$ cat src/rtl/ikepcl_pkg.sv
// Package for the IKE payload chain locator.
// Holds widths, message layout constants, status codes and the result struct.
// No dependencies.
package ikepcl_pkg;

   localparam int OFFSET_BITS        = 16;
   localparam int LENGTH_BITS        = 16;
   localparam int TYPE_BITS          = 8;
   localparam int FIXED_HEADER_BYTES = 28;
   localparam int FIRST_TYPE_BYTE    = 16;
   localparam int MIN_PAYLOAD_BYTES  = 4;

   localparam logic [OFFSET_BITS-1:0] POS_LIMIT      = {OFFSET_BITS{1'b1}};
   localparam logic [OFFSET_BITS-1:0] FIRST_TYPE_POS = OFFSET_BITS'(FIRST_TYPE_BYTE);
   localparam logic [OFFSET_BITS-1:0] CHAIN_START    = OFFSET_BITS'(FIXED_HEADER_BYTES);
   localparam logic [LENGTH_BITS-1:0] MIN_LENGTH     = LENGTH_BITS'(MIN_PAYLOAD_BYTES);
   localparam logic [TYPE_BITS-1:0]   TARGET_RESET   = TYPE_BITS'(5);
   localparam logic [TYPE_BITS-1:0]   TYPE_NONE      = '0;

   typedef enum logic [1:0] {
      STATUS_FOUND     = 2'd0,
      STATUS_ABSENT    = 2'd1,
      STATUS_MALFORMED = 2'd2
   } status_type;

   // Position inside a generic payload header.
   typedef enum logic [1:0] {
      HDR_WAIT     = 2'd0,
      HDR_RESERVED = 2'd1,
      HDR_LEN_HIGH = 2'd2,
      HDR_LEN_LOW  = 2'd3
   } hdr_step_type;

   typedef struct packed {
      status_type              status;
      logic [OFFSET_BITS-1:0]  payload_offset;
      logic [LENGTH_BITS-1:0]  payload_length;
   } result_type;

endpackage

$ cat src/rtl/ikepcl_walker.sv
// Payload chain walker: per-byte message state and end-of-message verdict.
// Depends on ikepcl_pkg.
module ikepcl_walker
   import ikepcl_pkg::*;
(
   input  logic                 clock,
   input  logic                 reset,
   input  logic                 step,
   input  logic [7:0]           data_byte,
   input  logic                 last_byte,
   input  logic [TYPE_BITS-1:0] target_type,
   output logic                 result_valid,
   output result_type           result
);

   logic [OFFSET_BITS-1:0] byte_position_ff, byte_position_in;
   logic [TYPE_BITS-1:0]   current_type_ff, current_type_in;
   logic [TYPE_BITS-1:0]   pending_type_ff, pending_type_in;
   logic [OFFSET_BITS-1:0] next_header_at_ff, next_header_at_in;
   hdr_step_type           header_index_ff, header_index_in;
   logic [7:0]             length_high_ff, length_high_in;
   logic                   chain_ended_ff, chain_ended_in;
   logic                   found_flag_ff, found_flag_in;
   logic [OFFSET_BITS-1:0] found_offset_ff, found_offset_in;
   logic [LENGTH_BITS-1:0] found_length_ff, found_length_in;
   logic                   malformed_flag_ff, malformed_flag_in;

   logic [LENGTH_BITS-1:0] length_word;
   logic [OFFSET_BITS:0]   next_sum;
   logic [OFFSET_BITS:0]   msg_len;
   logic [OFFSET_BITS:0]   found_end;

   assign length_word = {length_high_ff, data_byte};
   assign next_sum    = {1'b0, next_header_at_ff} + {1'b0, length_word};

   // Next state
   always_comb begin
      byte_position_in  = byte_position_ff;
      current_type_in   = current_type_ff;
      pending_type_in   = pending_type_ff;
      next_header_at_in = next_header_at_ff;
      header_index_in   = header_index_ff;
      length_high_in    = length_high_ff;
      chain_ended_in    = chain_ended_ff;
      found_flag_in     = found_flag_ff;
      found_offset_in   = found_offset_ff;
      found_length_in   = found_length_ff;
      malformed_flag_in = malformed_flag_ff;
      if (step) begin
         if (byte_position_ff == POS_LIMIT) begin
            malformed_flag_in = 1'b1;
         end else begin
            if (byte_position_ff == FIRST_TYPE_POS) begin
               current_type_in = data_byte;
            end
            if (!(chain_ended_ff || found_flag_ff || malformed_flag_ff)) begin
               unique case (header_index_ff)
                  HDR_WAIT: begin
                     if (byte_position_ff == next_header_at_ff) begin
                        if (current_type_in == TYPE_NONE) begin
                           chain_ended_in = 1'b1;
                        end else begin
                           pending_type_in = data_byte;
                           header_index_in = HDR_RESERVED;
                        end
                     end
                  end
                  HDR_RESERVED: header_index_in = HDR_LEN_HIGH;
                  HDR_LEN_HIGH: begin
                     length_high_in  = data_byte;
                     header_index_in = HDR_LEN_LOW;
                  end
                  HDR_LEN_LOW: begin
                     header_index_in = HDR_WAIT;
                     if (length_word < MIN_LENGTH) begin
                        malformed_flag_in = 1'b1;
                     end else if (current_type_in == target_type) begin
                        found_flag_in   = 1'b1;
                        found_offset_in = next_header_at_ff;
                        found_length_in = length_word;
                     end else if (next_sum[OFFSET_BITS]) begin
                        malformed_flag_in = 1'b1;
                     end else begin
                        next_header_at_in = next_sum[OFFSET_BITS-1:0];
                        current_type_in   = pending_type_ff;
                     end
                  end
                  default: header_index_in = HDR_WAIT;
               endcase
            end
            byte_position_in = byte_position_ff + 1'b1;
         end
      end
   end

   // Verdict on the final byte, from the updated state
   always_comb begin
      msg_len   = {1'b0, byte_position_ff} + 1'b1;
      found_end = {1'b0, found_offset_in} + {1'b0, found_length_in};
      result.payload_offset = '0;
      result.payload_length = '0;
      priority if (malformed_flag_in) begin
         result.status = STATUS_MALFORMED;
      end else if (found_flag_in) begin
         if (found_end > msg_len) begin
            result.status = STATUS_MALFORMED;
         end else begin
            result.status         = STATUS_FOUND;
            result.payload_offset = found_offset_in;
            result.payload_length = found_length_in;
         end
      end else if (header_index_in != HDR_WAIT) begin
         result.status = STATUS_MALFORMED;
      end else if (!chain_ended_in && next_header_at_in != CHAIN_START &&
                   {1'b0, next_header_at_in} > msg_len) begin
         result.status = STATUS_MALFORMED;
      end else begin
         result.status = STATUS_ABSENT;
      end
   end

   assign result_valid = step && last_byte;

   always_ff @(posedge clock) begin
      if (reset || (step && last_byte)) begin
         byte_position_ff  <= '0;
         current_type_ff   <= TYPE_NONE;
         pending_type_ff   <= TYPE_NONE;
         next_header_at_ff <= CHAIN_START;
         header_index_ff   <= HDR_WAIT;
         length_high_ff    <= '0;
         chain_ended_ff    <= 1'b0;
         found_flag_ff     <= 1'b0;
         found_offset_ff   <= '0;
         found_length_ff   <= '0;
         malformed_flag_ff <= 1'b0;
      end else begin
         byte_position_ff  <= byte_position_in;
         current_type_ff   <= current_type_in;
         pending_type_ff   <= pending_type_in;
         next_header_at_ff <= next_header_at_in;
         header_index_ff   <= header_index_in;
         length_high_ff    <= length_high_in;
         chain_ended_ff    <= chain_ended_in;
         found_flag_ff     <= found_flag_in;
         found_offset_ff   <= found_offset_in;
         found_length_ff   <= found_length_in;
         malformed_flag_ff <= malformed_flag_in;
      end
   end

endmodule

$ cat src/rtl/ikepcl_out_reg.sv
// Result register for the locator's response channel.
// Depends on ikepcl_pkg.
module ikepcl_out_reg
   import ikepcl_pkg::*;
(
   input  logic       clock,
   input  logic       reset,
   input  logic       load_valid,
   input  result_type load_data,
   output logic       load_ready,
   output logic       out_valid,
   input  logic       out_ready,
   output result_type out_data
);

   logic       valid_ff, valid_in;
   result_type data_ff;

   // Free when empty or when the held beat leaves this cycle.
   assign load_ready = !valid_ff || out_ready;

   always_comb begin
      valid_in = valid_ff;
      if (load_ready) begin
         valid_in = load_valid;
      end
   end

   always_ff @(posedge clock) begin
      if (reset) begin
         valid_ff <= 1'b0;
      end else begin
         valid_ff <= valid_in;
      end
   end

   always_ff @(posedge clock) begin
      if (load_ready && load_valid) begin
         data_ff <= load_data;
      end
   end

   assign out_valid = valid_ff;
   assign out_data  = data_ff;

endmodule

$ cat src/rtl/ike_payload_chain_locator.sv
// Top level of the IKE payload chain locator.
// Depends on ikepcl_pkg, ikepcl_walker and ikepcl_out_reg.
//
// Usage:
//   req_*  : message bytes in order from byte zero, one beat per byte;
//            req_last_byte marks the final byte of a message.
//   rsp_*  : one beat per message, holding status (found, absent, malformed),
//            the header offset and the length field of the target payload.
//   csr_*  : write of the target payload type (reset value 5, ID).
//            Always ready; write it only while no message is in flight.
// Timing:
//   One byte per cycle while req_ready is high. Each byte updates the walker
//   state at the edge that accepts it; the verdict for the final byte lands in
//   the result register at that same edge, so rsp_valid rises in the cycle
//   after the last byte is accepted.
// Stall:
//   The result register holds one beat. req_ready drops only while that
//   beat is held and rsp_ready is low; bytes then wait on the input side.
// Reset:
//   Synchronous. Clears the walker state, drops the held result and
//   restores the target type.
module ike_payload_chain_locator
   import ikepcl_pkg::*;
(
   input  logic                   clock,
   input  logic                   reset,
   input  logic                   req_valid,
   output logic                   req_ready,
   input  logic [7:0]             req_data_byte,
   input  logic                   req_last_byte,
   output logic                   rsp_valid,
   input  logic                   rsp_ready,
   output logic [1:0]             rsp_status,
   output logic [OFFSET_BITS-1:0] rsp_payload_offset,
   output logic [LENGTH_BITS-1:0] rsp_payload_length,
   input  logic                   csr_valid,
   output logic                   csr_ready,
   input  logic [TYPE_BITS-1:0]   csr_target_type
);

   logic [TYPE_BITS-1:0] target_type_ff, target_type_in;
   logic                 step;
   logic                 result_valid;
   logic                 load_ready;
   result_type           result;
   result_type           rsp_data;

   // Target type register: take every write beat.
   assign csr_ready = 1'b1;

   always_comb begin
      target_type_in = target_type_ff;
      if (csr_valid) begin
         target_type_in = csr_target_type;
      end
   end

   always_ff @(posedge clock) begin
      if (reset) begin
         target_type_ff <= TARGET_RESET;
      end else begin
         target_type_ff <= target_type_in;
      end
   end

   // Advance a byte only when the result register can take a verdict.
   assign req_ready = load_ready;
   assign step      = req_valid && req_ready;

   ikepcl_walker u_walker (
      .clock        (clock),
      .reset        (reset),
      .step         (step),
      .data_byte    (req_data_byte),
      .last_byte    (req_last_byte),
      .target_type  (target_type_ff),
      .result_valid (result_valid),
      .result       (result)
   );

   ikepcl_out_reg u_out_reg (
      .clock      (clock),
      .reset      (reset),
      .load_valid (result_valid),
      .load_data  (result),
      .load_ready (load_ready),
      .out_valid  (rsp_valid),
      .out_ready  (rsp_ready),
      .out_data   (rsp_data)
   );

   assign rsp_status         = rsp_data.status;
   assign rsp_payload_offset = rsp_data.payload_offset;
   assign rsp_payload_length = rsp_data.payload_length;

endmodule

$ cat config.mk
export PLATFORM = sky130hd
export DESIGN_NAME = ike_payload_chain_locator
export DESIGN_NICKNAME = d
export VERILOG_FILES = /design/src/rtl/ikepcl_pkg.sv /design/src/rtl/ikepcl_walker.sv /design/src/rtl/ikepcl_out_reg.sv /design/src/rtl/ike_payload_chain_locator.sv
export SDC_FILE = /design/constraint.sdc
export NUM_CORES = 1
export LEC_CHECK = 0
export BUFFER_PORTS_ARGS = -buffer_cell sky130_fd_sc_hd__clkbuf_2
export CAP_MARGIN = 10
export CORE_MARGIN = 10
export CORE_UTILIZATION = 40
export CTS_CLUSTER_SIZE = 40
export DETAILED_ROUTE_END_ITERATION = 7
export GPL_ROUTABILITY_DRIVEN = 0
export PLACE_DENSITY = 0.6
export SLEW_MARGIN = 20
export SYNTH_ARGS = -nofsm -noshare
export SYNTH_HDL_FRONTEND = slang
export SYNTH_SLANG_ARGS = --single-unit
export TNS_END_PERCENT = 5
$ cat constraint.sdc
create_clock -name clock -period 7.35 [get_ports clock]
set_input_delay 1.47 -clock clock [delete_from_list [all_inputs] [get_ports clock]]
set_output_delay 1.47 -clock clock [all_outputs]
set_load 0.02 [all_outputs]
Yosys cells after proc, flatten, opt, wreduce, memory -nomap -nowiden
Index checks and enable logic that the tools add are counted.

Register bits: 136. Latch bits: 0. Bits in writable memories: 0. ROM bits: 0. Input port bits: 22. Word-level logic and storage cells: 109. Memories kept: 0.

Add/subtract/negate cells: 4. Multiply operators: 0. Div/mod/pow operators: 0. Order comparisons: 3. Eq/ne operators: 8. Shift operators: 0. Multiplexer cells: 56. Bitwise logic cells: 4. Reductions and logical operators: 18.

Operators by type and width (count): 16-bit two-way mux (19); 8-bit two-way mux (8); 16-bit by 16-bit adder with 17-bit output (2); 1-bit two-way mux (19); 2-bit two-way mux (9); 16-bit by 1-bit adder with 17-bit output, second input constant (1); 16-bit by 17-bit > comparator with 1-bit output (1); 17-bit > comparator (1); 16-bit by 1-bit adder with 16-bit output, second input constant (1); 16-bit equality test (1); 16-bit equality test, second input constant (1); 16-bit by 5-bit equality test with 1-bit output, second input constant (1); 16-bit by 3-bit less-than comparator with 1-bit output, second input constant (1); 16-bit by 5-bit inequality test with 1-bit output, second input constant (1); 8-bit equality test (1); 8-bit logical NOT (1); 2-bit one-hot mux with 4 select lines (1); 6-bit AND reduction (1); 1-bit logical AND (5); 2-bit equality test, second input constant (2); 1-bit logical OR (4); 1-bit inverter (4); 4-bit AND reduction (1); 3-bit OR reduction (1); other kinds (5) (6).

Longest topological paths before layout
Gate-level depths: netlist of the first run.

Depth after elaboration: 17. Mapped depth: 30. Depth with buffers taken out: 27.

By module
Synthesis of the first run repeated with hierarchy kept, for this count alone.

Cell total of the unflattened synthesis: 936. Area total of the unflattened synthesis: 8464.4 µm².

By module, submodules not included: ikepcl_walker (times used 1, cells an instance 868, area an instance 7078.0 µm², seq. area each 1861.8 µm²); ikepcl_out_reg (times used 1, cells an instance 39, area an instance 1076.0 µm², seq. area each 1041.0 µm²); ike_payload_chain_locator (times used 1, cells an instance 29, area an instance 310.3 µm², seq. area each 160.2 µm²).

Worst setup path after synthesis of the first run
OpenSTA, ideal clock, no wires.

Kind: in2reg. From: input port req_data_byte[2]. To: register u_out_reg.data_ff (netlist bit u_out_reg.out_data[33]) (data pin). Setup time: 268 ps. Arrival time: 6188 ps. Required time: 7082 ps. Slack: 894 ps. Stages on the path: 27. Path buffers: 2. Path through: nor4_1 and4_1 or2_2 a211o_1 buf_2 buf_2 mux2i_1 inv_1 ha_1 fa_1 a21o_1 a21oi_1 nor2b_1 nor4_1 o31ai_1 nor4_1 nor2_1 xor2_1 ha_1 nand3_1 nor2_1 o21ai_0 a21oi_1 a2111oi_0 o21ai_0 a211o_1 a21boi_0.

Elaborated cells between the ends (all ways): 63. Classes of those cells: add/sub: 2; order compare: 3; eq/ne: 2; mux: 51; reduce/logical: 5.

RTL lines: from (decl) (RTL line ike_payload_chain_locator.sv:29) `input logic [7:0] req_data_byte,`; 8-bit two-way mux (RTL line ikepcl_walker.sv:53) `if (byte_position_ff == FIRST_TYPE_POS) begin`; 8-bit two-way mux (RTL line ikepcl_walker.sv:50) `if (byte_position_ff == POS_LIMIT) begin`; 8-bit two-way mux (RTL line ikepcl_walker.sv:49) `if (step) begin`; 8-bit equality test (RTL line ikepcl_walker.sv:77) `end else if (current_type_in == target_type) begin`; 16-bit two-way mux (RTL line ikepcl_walker.sv:77); 16-bit two-way mux * (RTL line ikepcl_walker.sv:75) `if (length_word < MIN_LENGTH) begin`; 16-bit two-way mux * (RTL line ikepcl_walker.sv:57) `unique case (header_index_ff)`; 16-bit two-way mux * (RTL line ikepcl_walker.sv:56) `if (!(chain_ended_ff || found_flag_ff || malformed_flag_ff)) begin`; 16-bit two-way mux * (RTL line ikepcl_walker.sv:50); 16-bit two-way mux * (RTL line ikepcl_walker.sv:49); net u_walker.found_length_in[0] (RTL line ikepcl_walker.sv:25) `logic [LENGTH_BITS-1:0] found_length_ff, found_length_in;`; 16-bit by 16-bit adder with 17-bit output * (RTL line ikepcl_walker.sv:99) `found_end = {1'b0, found_offset_in} + {1'b0, found_length_in};`; 17-bit > comparator * (RTL line ikepcl_walker.sv:105) `if (found_end > msg_len) begin`; 2-bit two-way mux * (RTL line ikepcl_walker.sv:105); 2-bit two-way mux * (RTL line ikepcl_walker.sv:104) `end else if (found_flag_in) begin`; to (signal assigned) (RTL line ikepcl_out_reg.sv:39) `data_ff <= load_data;`; to (decl) (RTL line ikepcl_out_reg.sv:17) `result_type data_ff;`.

The timed path passes the listed nets; every way through them passes the cells marked *. The select of a mux whose other input is x is not followed. A chain may end at the register's enable or synchronous reset.

Final worst setup path of the first run
From: input port req_data_byte[5]. To: register u_out_reg.data_ff (netlist bit u_out_reg.out_data[20]) (data pin).

Word-level cells in the longest chain between the ends: 13. Elaborated cells between the ends (all ways): 35. Classes of those cells: add/sub: 2; order compare: 2; eq/ne: 1; mux: 28; bitwise: 1; reduce/logical: 1.

Ends and longest elaborated chain: 8-bit two-way mux (RTL line ikepcl_walker.sv:53); 8-bit two-way mux (RTL line ikepcl_walker.sv:50); 8-bit two-way mux (RTL line ikepcl_walker.sv:49); 8-bit equality test (RTL line ikepcl_walker.sv:77); 16-bit two-way mux (RTL line ikepcl_walker.sv:77); 16-bit two-way mux * (RTL line ikepcl_walker.sv:75); 16-bit two-way mux * (RTL line ikepcl_walker.sv:57); 16-bit two-way mux * (RTL line ikepcl_walker.sv:56); 16-bit two-way mux * (RTL line ikepcl_walker.sv:50); 16-bit two-way mux * (RTL line ikepcl_walker.sv:49); net u_walker.found_offset_in[0] (RTL line ikepcl_walker.sv:24) `logic [OFFSET_BITS-1:0] found_offset_ff, found_offset_in;`; 16-bit by 16-bit adder with 17-bit output * (RTL line ikepcl_walker.sv:99); 17-bit > comparator * (RTL line ikepcl_walker.sv:105); 3-bit OR reduction (no line) *.

Marked as above.

==> flow_summary.toml, run 1 <==
[status]
outcome = "finished clean"

[grt]
grt_antenna_before_repair = 1
grt_overflow_total = 0
first_global_vias = 6575
grt_pass1_wl_um = 36550
grt_max_degree = 76
grt_usage = 0.1725

[power]
power.density_cell_area_nw_per_um2 = 183.1
power.share.clock = 0.494
static-leakage-power_nw = 4.535
ir_worst_vdd_mv = 0.1193
netSwitchingPower_uw = 436.8
switching_share = 0.2488
p_int_mw = 1.319
comb_power_share = 0.061
seq_pwr_share = 0.445

[drt]
drt_iter0_drc = 491
route.vias.total = 6872
drt_pass1_iterations = 5
routed_wl_um = 23500
vias_per_cell = 5.411
wl_met1_um = 10830
met2WireLength_um = 10670
detailroute.wirelength.met3_um = 1429
avgRoutedWirePerCell_um = 18.50
drcViolationCount = 0
detail-route-antenna-nets = 0
topRoutingLayerUsed = "met4"

[layout]
drive_above_1_share = 0.1390
finalNetCount = 1082
synthToLayoutAreaGrowth_pct = 14.06
multi_input_comb_area_sq_um = 4960
diodes = 0
seq_area_sq_um = 3063
fillerInstances = 2024

[placement]
dpl.hpwl_um = 17920
buffers_on_ports = 57

[clocking]
post_cts.resized_instances = 0
cts_max_path_buffers = 2
postCtsHoldBufs = 0
numCtsBuffers = 17
clock-root-buffer = "sky130_fd_sc_hd__clkbuf_16"
clkLatencyLatePin_ns = 0.43
cts.sinks = 136
cts.htree.levels = 4
cts_post_setup_buffers_inserted = 0
cts.reportedPaths.clkPinSlew_ns = 0.06
cts_tree = "done"

[worst_setup_path]
cp_data_arrival_time_ns = 6.98
critical-path-slowest-cell = "sky130_fd_sc_hd__a211o_2"
start_kind = "input port"
r2r_start = "u_walker.byte_position_ff[0]"
timing.critical_path.to_type = "flop"
worst-setup-path-type = "in -> reg"
critical_path_peak_fanout = 15
crit_family = "compound AO/OA/AOI/OAI gates"
crit_path_frequent_cell = "sky130_fd_sc_hd__nor2_1"
crit_buf_inv = 3
timing.critical_path.from = "req_data_byte[5]"
critical-path-max-stage-delay_ns = 0.42
required_ns = 7.62

[timing]
tightestPinTransition_ns = 0.8209
holdWs_ns = 0.4976
hold_violations = 0
timing_max_transition_violations_final = 0
fin_worst_skew_ns = 0.008496
timing.slew.headroom = 0.4527
fin_crit_sh = 0.9124
rsz_0062_raised_after_global_routing = "false"
setup_violations = 0
max_freq_mhz = 149.1
finalSetupTns_ns = 0
timing.final.crit_period_ns = 6.706

[min_path]
min_path_type = "reg -> reg"
hold_path.startpoint = "u_walker.pending_type_ff[3]"

[synth]
synth.largest_area_cell = "sky130_fd_sc_hd__dfxtp_1"
ys_warn_count = 0
number_of_distinct_standard_cells_referenced_by_the_synthesized_netlist = 68
synth_compound_gate_area_share = 0.1289
synth_edf_count = 34
asyncSetResetFlopFracSynth = 0
synthTopCellsByArea = "sky130_fd_sc_hd__dfxtp_1 24%, sky130_fd_sc_hd__edfxtp_1 12%, sky130_fd_sc_hd__ha_1 11%, sky130_fd_sc_hd__nor2_1 6.2%, sky130_fd_sc_hd__mux2i_1 6.0%"
synth.ff_latch_count = 136
yosys-mux-area-fraction = 0.07427
mappedNetlistArea_sq_um = 8407
synth_area_per_cell_sq_um = 8.991
post_synthesis_cell_count = 935
yosysTopAreaCellShare = 0.2429
synthesis.nets = 1030
postSynth.topFlopCell = "sky130_fd_sc_hd__dfxtp_1"
adder_cell_area_share_of_the_yosys_netlist = 0.1104
synth_xor_area_frac = 0.07918
yosys.area_share.simple = 0.1962
synth_top_family_by_area = "simple AND/OR/NAND/NOR gates"
seq_area_frac_synth = 0.3643

[floorplan]
die_height_um = 165.0
core.rowCount = 52
floorplan.io_pins = 59
initial_utilization = 0.4115
fp.coreArea_sq_um = 20430
die-area_sq_um = 27220
floorplan.die.width_um = 165.0

[flow_run]
max-cap-violations = 0
==> Yosys cell counts (all sizes together) (4+ instances only) <==
cell type	instances
nor3	18
xor2	22
inv	49
dfxtp	102
nand2b	5
o211ai	4
o21ai	19
nand4	17
or3	7
a211o	6
edfxtp	34
nand3	26
a21oi	46
buf	17
mux2i	50
nor4	26
nor4b	6
a21o	16
a211oi	7
or2	5
o22ai	9
clkbuf	29
o31ai	6
mux2	11
and3	10
nor2	139
xnor2	54
and2	23
o211a	6
ha	71
o21a	9
nand2	41
nor2b	9
==> flip-flops by register name, summed over array words and instances, names as in the netlist, 8 cells and up <==
signal	flops
u_walker.pending_type_ff	8
u_walker.found_length_ff	16
u_walker.current_type_ff	8
u_walker.next_header_at_ff	16
target_type_ff	8
u_walker.byte_position_ff	16
u_out_reg.out_data	34
u_walker.found_offset_ff	16
u_walker.length_high_ff	8
==> power by group through the flow <==
stage,sequential [mW],clock [mW],combinational [mW]
global route,0.783,0.912,0.115
global placement,0.798,0,0.106
finish,0.782,0.867,0.106
floorplan,0.805,0,0.0572
detailed placement,0.798,0,0.106
CTS,0.782,0.877,0.106
==> final cells by class <==
class | instances | area share
Clock buffer | 18 | 0.04475
Multi-Input combinational cell | 704 | 0.5172
Sequential cell | 136 | 0.3194
Timing Repair Buffer | 79 | 0.04697
Tap cell | 270 | 0.03523
Clock inverter | 14 | 0.01696
Inverter | 49 | 0.01944
==> worst reg2reg max path, delay by kind of cell, from the launching register on <==
kind / cells / cell delay [ns]
AO/OA/AOI/OAI: 9 / 2.03
XOR/XNOR: 1 / 0.16
adder cells (fa/ha/maj): 4 / 1.08
buffers and inverters: 4 / 0.69
flip-flops: 1 / 0.36
multiplexers: 1 / 0.27
AND/OR/NAND/NOR: 10 / 1.91
==> path summary, 6_finish.rpt <==
kind	endpoint	slack, ns	cells past startpoint
worst max-delay path	u_out_reg.out_data[20]	0.64	27
worst max register to register	u_out_reg.out_data[20]	0.73	29
worst min register to register	u_walker.pending_type_ff[3]	0.50	2
worst min-delay path	u_walker.pending_type_ff[3]	0.50	2
==> logic make-up (layout without fill, tap and decap cells) <==
logic type,count (synthesis),count (layout)
simple gates,337,337
compound gates,156,156
flops,136,136
fa+ha+maj,73,73
other cells,1,1
xor+xnor,76,76
mux,61,61
buf+inv,95,160
==> per-layer routing <==
layer  vias to the layer above  global-route usage
met3                        35             0.04033
li1                       3433                   -
met2                       194              0.2738
met1                      3210              0.2237
met5                         -                   0
met4                         0             0.06320
==> placed cells by master, fill, tap and decap left out, types with 34 or more instances in the layout <==
cell                         n
sky130_fd_sc_hd__a21oi_1    45
sky130_fd_sc_hd__clkbuf_2   57
sky130_fd_sc_hd__dfxtp_1   102
sky130_fd_sc_hd__edfxtp_1   34
sky130_fd_sc_hd__ha_1       71
sky130_fd_sc_hd__inv_1      48
sky130_fd_sc_hd__mux2i_1    50
sky130_fd_sc_hd__nand2_1    41
sky130_fd_sc_hd__nor2_1    138
sky130_fd_sc_hd__xnor2_1    54
==> through the flow <==
step | instance area [sq um] | power [mW] | util | setup slack [ns] | std cells
finish | 9589 | 1.756 | 0.4694 | 0.6438 | 1270
global route | 9589 | 1.810 | 0.4694 | 0.1261 | 1270
CTS | 9585 | 1.765 | 0.4692 | 0.5798 | 1270
detailed placement | 8994 | 0.9043 | 0.4402 | 0.1699 | 1238
global placement | 8994 | 0.9040 | 0.4402 | 0.3529 | 1238
floorplan | 8407 | 0.8621 | - | 0.8937 | 935
No activity file was read; power rests on OpenSTA's default activity.
==> inputs of run 2 (changes only) <==
--- a/config.mk
+++ b/config.mk
@@ -14,3 +14,2 @@
 export GPL_ROUTABILITY_DRIVEN = 0
-export PLACE_DENSITY = 0.6
 export SLEW_MARGIN = 20
==> constraint.sdc (replaced) <==
create_clock -name clock -period 7.35 [get_ports clock]
set_input_delay 1.1025 -clock clock [delete_from_list [all_inputs] [get_ports clock]]
set_output_delay 1.1025 -clock clock [all_outputs]
set_load 0.02 [all_outputs]
==> run 2 against run 1 <==
Effect of this change: sequential power is essentially flat; clock power grew 0.6%; via count shrank 0.60%; first-iteration DRC count grew 15%; hold slack gained 0.0036 ns; non-clock buffer count is the same; largest cell class unchanged; highest routed layer unchanged.
==> flow_summary.toml, run 2 (synthesis results as in run 1) <==
[layout]
final_common_cell = "sky130_fd_sc_hd__nor2_1"
seq_area_sq_um = 3063
layout_common_cells = "139 x sky130_fd_sc_hd__nor2_1, 102 x sky130_fd_sc_hd__dfxtp_1, 71 x sky130_fd_sc_hd__ha_1, 57 x sky130_fd_sc_hd__clkbuf_2, 54 x sky130_fd_sc_hd__xnor2_1"
largest_register_ffs = 34
synthToLayoutAreaGrowth_pct = 14.03
fin_area_sq_um = 9587
diodes = 0
drive_above_1_share = 0.1400
finish.utilization = 0.4693
fin_cells = 1270
finalNetCount = 1082
fillerInstances = 2039
multi_input_comb_area_sq_um = 4957

[power]
switching_share = 0.2600
p_int_mw = 1.301
seq_pwr_share = 0.444
power.density_cell_area_nw_per_um2 = 183.4
static-leakage-power_nw = 4.539
comb_power_share = 0.060
ir_worst_vdd_mv = 0.1326
power.share.clock = 0.496
netSwitchingPower_uw = 457.2

[min_path]
min_path_type = "reg -> reg"

[worst_setup_path]
critical-path-slowest-cell = "sky130_fd_sc_hd__a211o_2"
critical_path_peak_fanout = 23
start_kind = "flop"
worst-setup-path-type = "reg -> reg"
critical-path-max-stage-delay_ns = 0.43
crit_family = "simple AND/OR/NAND/NOR gates"
cp_data_arrival_time_ns = 6.81
required_ns = 7.52
timing.critical_path.to_type = "flop"
crit_buf_inv = 3

[timing]
setup_violations = 0
tightestPinTransition_ns = 0.8729
timing.final.crit_period_ns = 6.635
max_freq_mhz = 150.7
finalSetupTns_ns = 0
fin_worst_skew_ns = 0.008763
holdWs_ns = 0.5012
timing.slew.headroom = 0.4180
timing_max_transition_violations_final = 0
rsz_0062_raised_after_global_routing = "false"
fin_crit_sh = 0.9027
hold_violations = 0

[clocking]
postCtsHoldBufs = 0
clock-root-buffer = "sky130_fd_sc_hd__clkbuf_16"
cts_max_path_buffers = 2
cts.htree.levels = 4
cts.reportedPaths.clkPinSlew_ns = 0.06
clkLatencyLatePin_ns = 0.43
numCtsBuffers = 17
cts.sinks = 136
cts_tree = "done"

[grt]
grt_overflow_total = 0
first_global_vias = 6678
grt_use_met3 = 0.04058
busiest_layer = "met2"
global_route.usage.met2 = 0.2865
grt_pass1_wl_um = 37960
grt_antenna_before_repair = 0
grt_max_degree = 76
grt_usage = 0.1799
groute.layer.met1.usage = 0.2357

[drt]
route.vias.total = 6831
avgRoutedWirePerCell_um = 19.04
drt_iter0_drc = 564
drcViolationCount = 0
detail-route-antenna-nets = 0
routed_wl_um = 24180
vias_per_cell = 5.379
drt_pass1_iterations = 5

[placement]
dp_cells = 1238
buffers_on_ports = 57
post_dp_cell_area_sq_um = 8994
dpl.hpwl_um = 18350

[status]
outcome = "finished clean"

[floorplan]
core.rowCount = 52
die_height_um = 165.0
initial_utilization = 0.4115
floorplan.io_pins = 59
floorplan.die.width_um = 165.0
die-area_sq_um = 27220
fp.coreArea_sq_um = 20430

[flow_run]
max-cap-violations = 0
==> run 2: worst register-to-register path, delay by kind of cell (launching register included) <==
kind	cells	cell delay, ns
mux	1	0.27
xor+xnor	1	0.16
simple gates	10	2.07
buf+inv	3	0.52
compound gates	9	1.94
fa+ha+maj	4	1.09
flops	1	0.36
==> run 2: metrics by stage <==
stage | power, mW | setup slack, ns
floorplan | 0.8621 | 1.261
global route | 1.811 | 0.09502
global placement | 0.9019 | 0.3564
CTS | 1.768 | 0.4495
detailed placement | 0.9022 | 0.1352
finish | 1.758 | 0.7153
==> run 2: power groups by stage <==
| stage | Combinational [mW] | Clock, mW | Sequential, mW |
|---|---|---|---|
| floorplan | 0.0572 | 0 | 0.805 |
| detailed placement | 0.104 | 0 | 0.798 |
| global placement | 0.104 | 0 | 0.798 |
| CTS | 0.105 | 0.882 | 0.781 |
| global route | 0.115 | 0.914 | 0.782 |
| finish | 0.105 | 0.872 | 0.781 |
==> run 2: worst paths after layout <==
check,from,endpoint,slack (ns),cells after the start
setup / recovery,u_walker.byte_position_ff[0],u_out_reg.out_data[21],0.72,28
hold / removal,u_walker.pending_type_ff[0],u_walker.pending_type_ff[0],0.50,2
setup reg to reg,u_walker.byte_position_ff[0],u_out_reg.out_data[21],0.72,28
hold reg to reg,u_walker.pending_type_ff[0],u_walker.pending_type_ff[0],0.50,2
==> run 2: area by class of cell <==
class                   count  share of cell area
clock buffers              18             0.04581
clock inverters            14             0.01592
inverters                  49             0.01945
multi-input cells         704              0.5171
flip-flops and latches    136              0.3195
well taps                 270             0.03524
repair buffers             79             0.04699
==> run 2: what timing repair did <==
item / CTS / global route
resized for setup: 0 / 1
setup endpoints to repair: 0 / 11
buffers inserted: 0 / 0
==> run 2: layer usage <==
| metal | share of wire | vias to the layer above |
|---|---|---|
| li1 | - | 3427 |
| met1 | 0.46 | 3196 |
| met2 | 0.46 | 175 |
| met3 | 0.058 | 33 |
| met4 | 0.021 | 0 |
| met5 | 0 | - |
==> inputs of run 3 (changes only) <==
CTS_BUF_LIST = sky130_fd_sc_hd__clkbuf_8   (was not set)
PLACE_DENSITY_LB_ADDON = 0.05   (was not set)
==> run 3 against run 2 <==
Effect of this change: routed wire length grew 4.3%; fmax grew 1.4%; utilization shrank 0.78 points; combinational power is essentially flat; critical path depth is the same; via count shrank 0.42%; hold slack gained 0.014 ns; setup slack gained 0.090 ns; sequential share of layout area grew 0.54 points; total power shrank 13%; clock skew grew 0.0040 ns; largest cell class unchanged; largest power group is now sequential cells.
==> flow_summary.toml, run 3 (synthesis results as in run 1) <==
[timing]
tightestPinTransition_ns = 0.7226
max_freq_mhz = 152.8
rsz_0062_raised_after_global_routing = "false"
timing_max_transition_violations_final = 0
hold_violations = 0
fin_crit_sh = 0.8904
fin_worst_skew_ns = 0.01271
setup_violations = 0
timing.slew.headroom = 0.5121
finalSetupTns_ns = 0
holdWs_ns = 0.5148
worst_slack_ns = 0.8057
timing.final.crit_period_ns = 6.544

[drt]
route.vias.total = 6802
drt_pass1_iterations = 5
avgRoutedWirePerCell_um = 19.80
drt_iter0_drc = 474
routed_wl_um = 25210
drcViolationCount = 0
detail-route-antenna-nets = 0
vias_per_cell = 5.343

[placement]
pre_cts_slack_ns = 0.4852
dpl.hpwl_um = 19510
dp_cells = 1241
buffers_on_ports = 57
post_dp_cell_area_sq_um = 9029

[layout]
synthToLayoutAreaGrowth_pct = 12.14
multi_input_comb_area_sq_um = 4959
finalNetCount = 1085
diodes = 0
fin_area_sq_um = 9428
fin_cells = 1273
largest_register_ffs = 34
final_common_cell = "sky130_fd_sc_hd__nor2_1"
fillerInstances = 2033
seq_area_sq_um = 3063
drive_above_1_share = 0.1416
layout_common_cells = "138 x sky130_fd_sc_hd__nor2_1, 102 x sky130_fd_sc_hd__dfxtp_1, 71 x sky130_fd_sc_hd__ha_1, 57 x sky130_fd_sc_hd__clkbuf_2, 54 x sky130_fd_sc_hd__xnor2_1"

[worst_setup_path]
cp_data_arrival_time_ns = 6.86
timing.critical_path.to_type = "flop"
worst-setup-path-type = "reg -> reg"
critical-path-slowest-cell = "sky130_fd_sc_hd__a211o_2"
critical_path_peak_fanout = 27
critical-path-max-stage-delay_ns = 0.45
start_kind = "flop"
required_ns = 7.67

[clocking]
cts_post_setup_buffers_inserted = 0
cts.reportedPaths.clkPinSlew_ns = 0.09
postCtsHoldBufs = 0
cts_max_path_buffers = 2
cts.sinks = 136
cts_tree = "done"
numCtsBuffers = 17
post_cts.resized_instances = 0
clock-root-buffer = "sky130_fd_sc_hd__clkbuf_8"
cts.htree.levels = 4
clkLatencyLatePin_ns = 0.46

[power]
ir_worst_vdd_mv = 0.1063
power.density_cell_area_nw_per_um2 = 161.5
static-leakage-power_nw = 4.453

[status]
outcome = "finished clean"

[flow_run]
max-cap-violations = 0

[floorplan]
die-area_sq_um = 27220
core.rowCount = 52
fp.coreArea_sq_um = 20430
floorplan.io_pins = 59
die_height_um = 165.0
floorplan.die.width_um = 165.0
initial_utilization = 0.4115

[grt]
grt_pass1_wl_um = 39520
grt_antenna_before_repair = 0
grt_max_degree = 51
grt_overflow_total = 0
first_global_vias = 6653
grt_usage = 0.1901

[min_path]
min_path_type = "reg -> reg"
run 3: cell count changes in the layout (fill, tap and decap cells not counted), sizes merged:
cell / before / now
inv: 59 / 53
clkinvlp: 2 / 6
bufinv: 1 / 2
clkinv: 1 / 2
buf: 22 / 25
run 3: path summary, 6_finish.rpt:
path | slack, ns | depth (start not counted) | endpoint | startpoint
setup / recovery | 0.81 | 28 | u_out_reg.out_data[9] | u_walker.byte_position_ff[0]
setup reg to reg | 0.81 | 28 | u_out_reg.out_data[9] | u_walker.byte_position_ff[0]
hold reg to reg | 0.51 | 2 | u_walker.pending_type_ff[7] | u_walker.pending_type_ff[7]
hold / removal | 0.51 | 2 | u_walker.pending_type_ff[7] | u_walker.pending_type_ff[7]
run 3: stage by stage:
stage,utilization,total power [mW]
2_1_floorplan,-,0.8621
3_3_place_gp,0.4419,0.9012
3_5_place_dp,0.4419,0.9010
4_1_cts,0.4614,1.541
5_1_grt,0.4615,1.580
6_report,0.4615,1.523
run 3: critical path: cells and delay by family (launching register included):
family,cells,cell delay (ns)
flip-flops,1,0.36
XOR/XNOR,1,0.16
multiplexers,1,0.29
adder cells (fa/ha/maj),4,1.08
buffers and inverters,3,0.46
AO/OA/AOI/OAI,9,2.00
AND/OR/NAND/NOR,10,2.04
run 3: cell type report:
class	count	share of cell area
multi-input combinational	704	0.5259
sequential	136	0.3249
timing repair buffer	82	0.05149
tap	270	0.03583
clock buffer	18	0.02628
inverter	49	0.01977
clock inverter	14	0.01579
run 3: layer usage:
| metal | track usage | wire [um] | up-vias |
|---|---|---|---|
| li1 | - | - | 3431 |
| met1 | 0.2676 | 12440 | 3210 |
| met2 | 0.2882 | 11190 | 140 |
| met3 | 0.03659 | 1151 | 21 |
| met4 | 0.05556 | 431 | 0 |
| met5 | 0 | 0 | - |
run 3: where the power goes:
group / switching (mW) / internal, mW / leakage [nW]
Sequential: 0.00658 / 0.774 / 1.15
Clock: 0.328 / 0.311 / 0.186
Combinational: 0.0683 / 0.0343 / 3.12
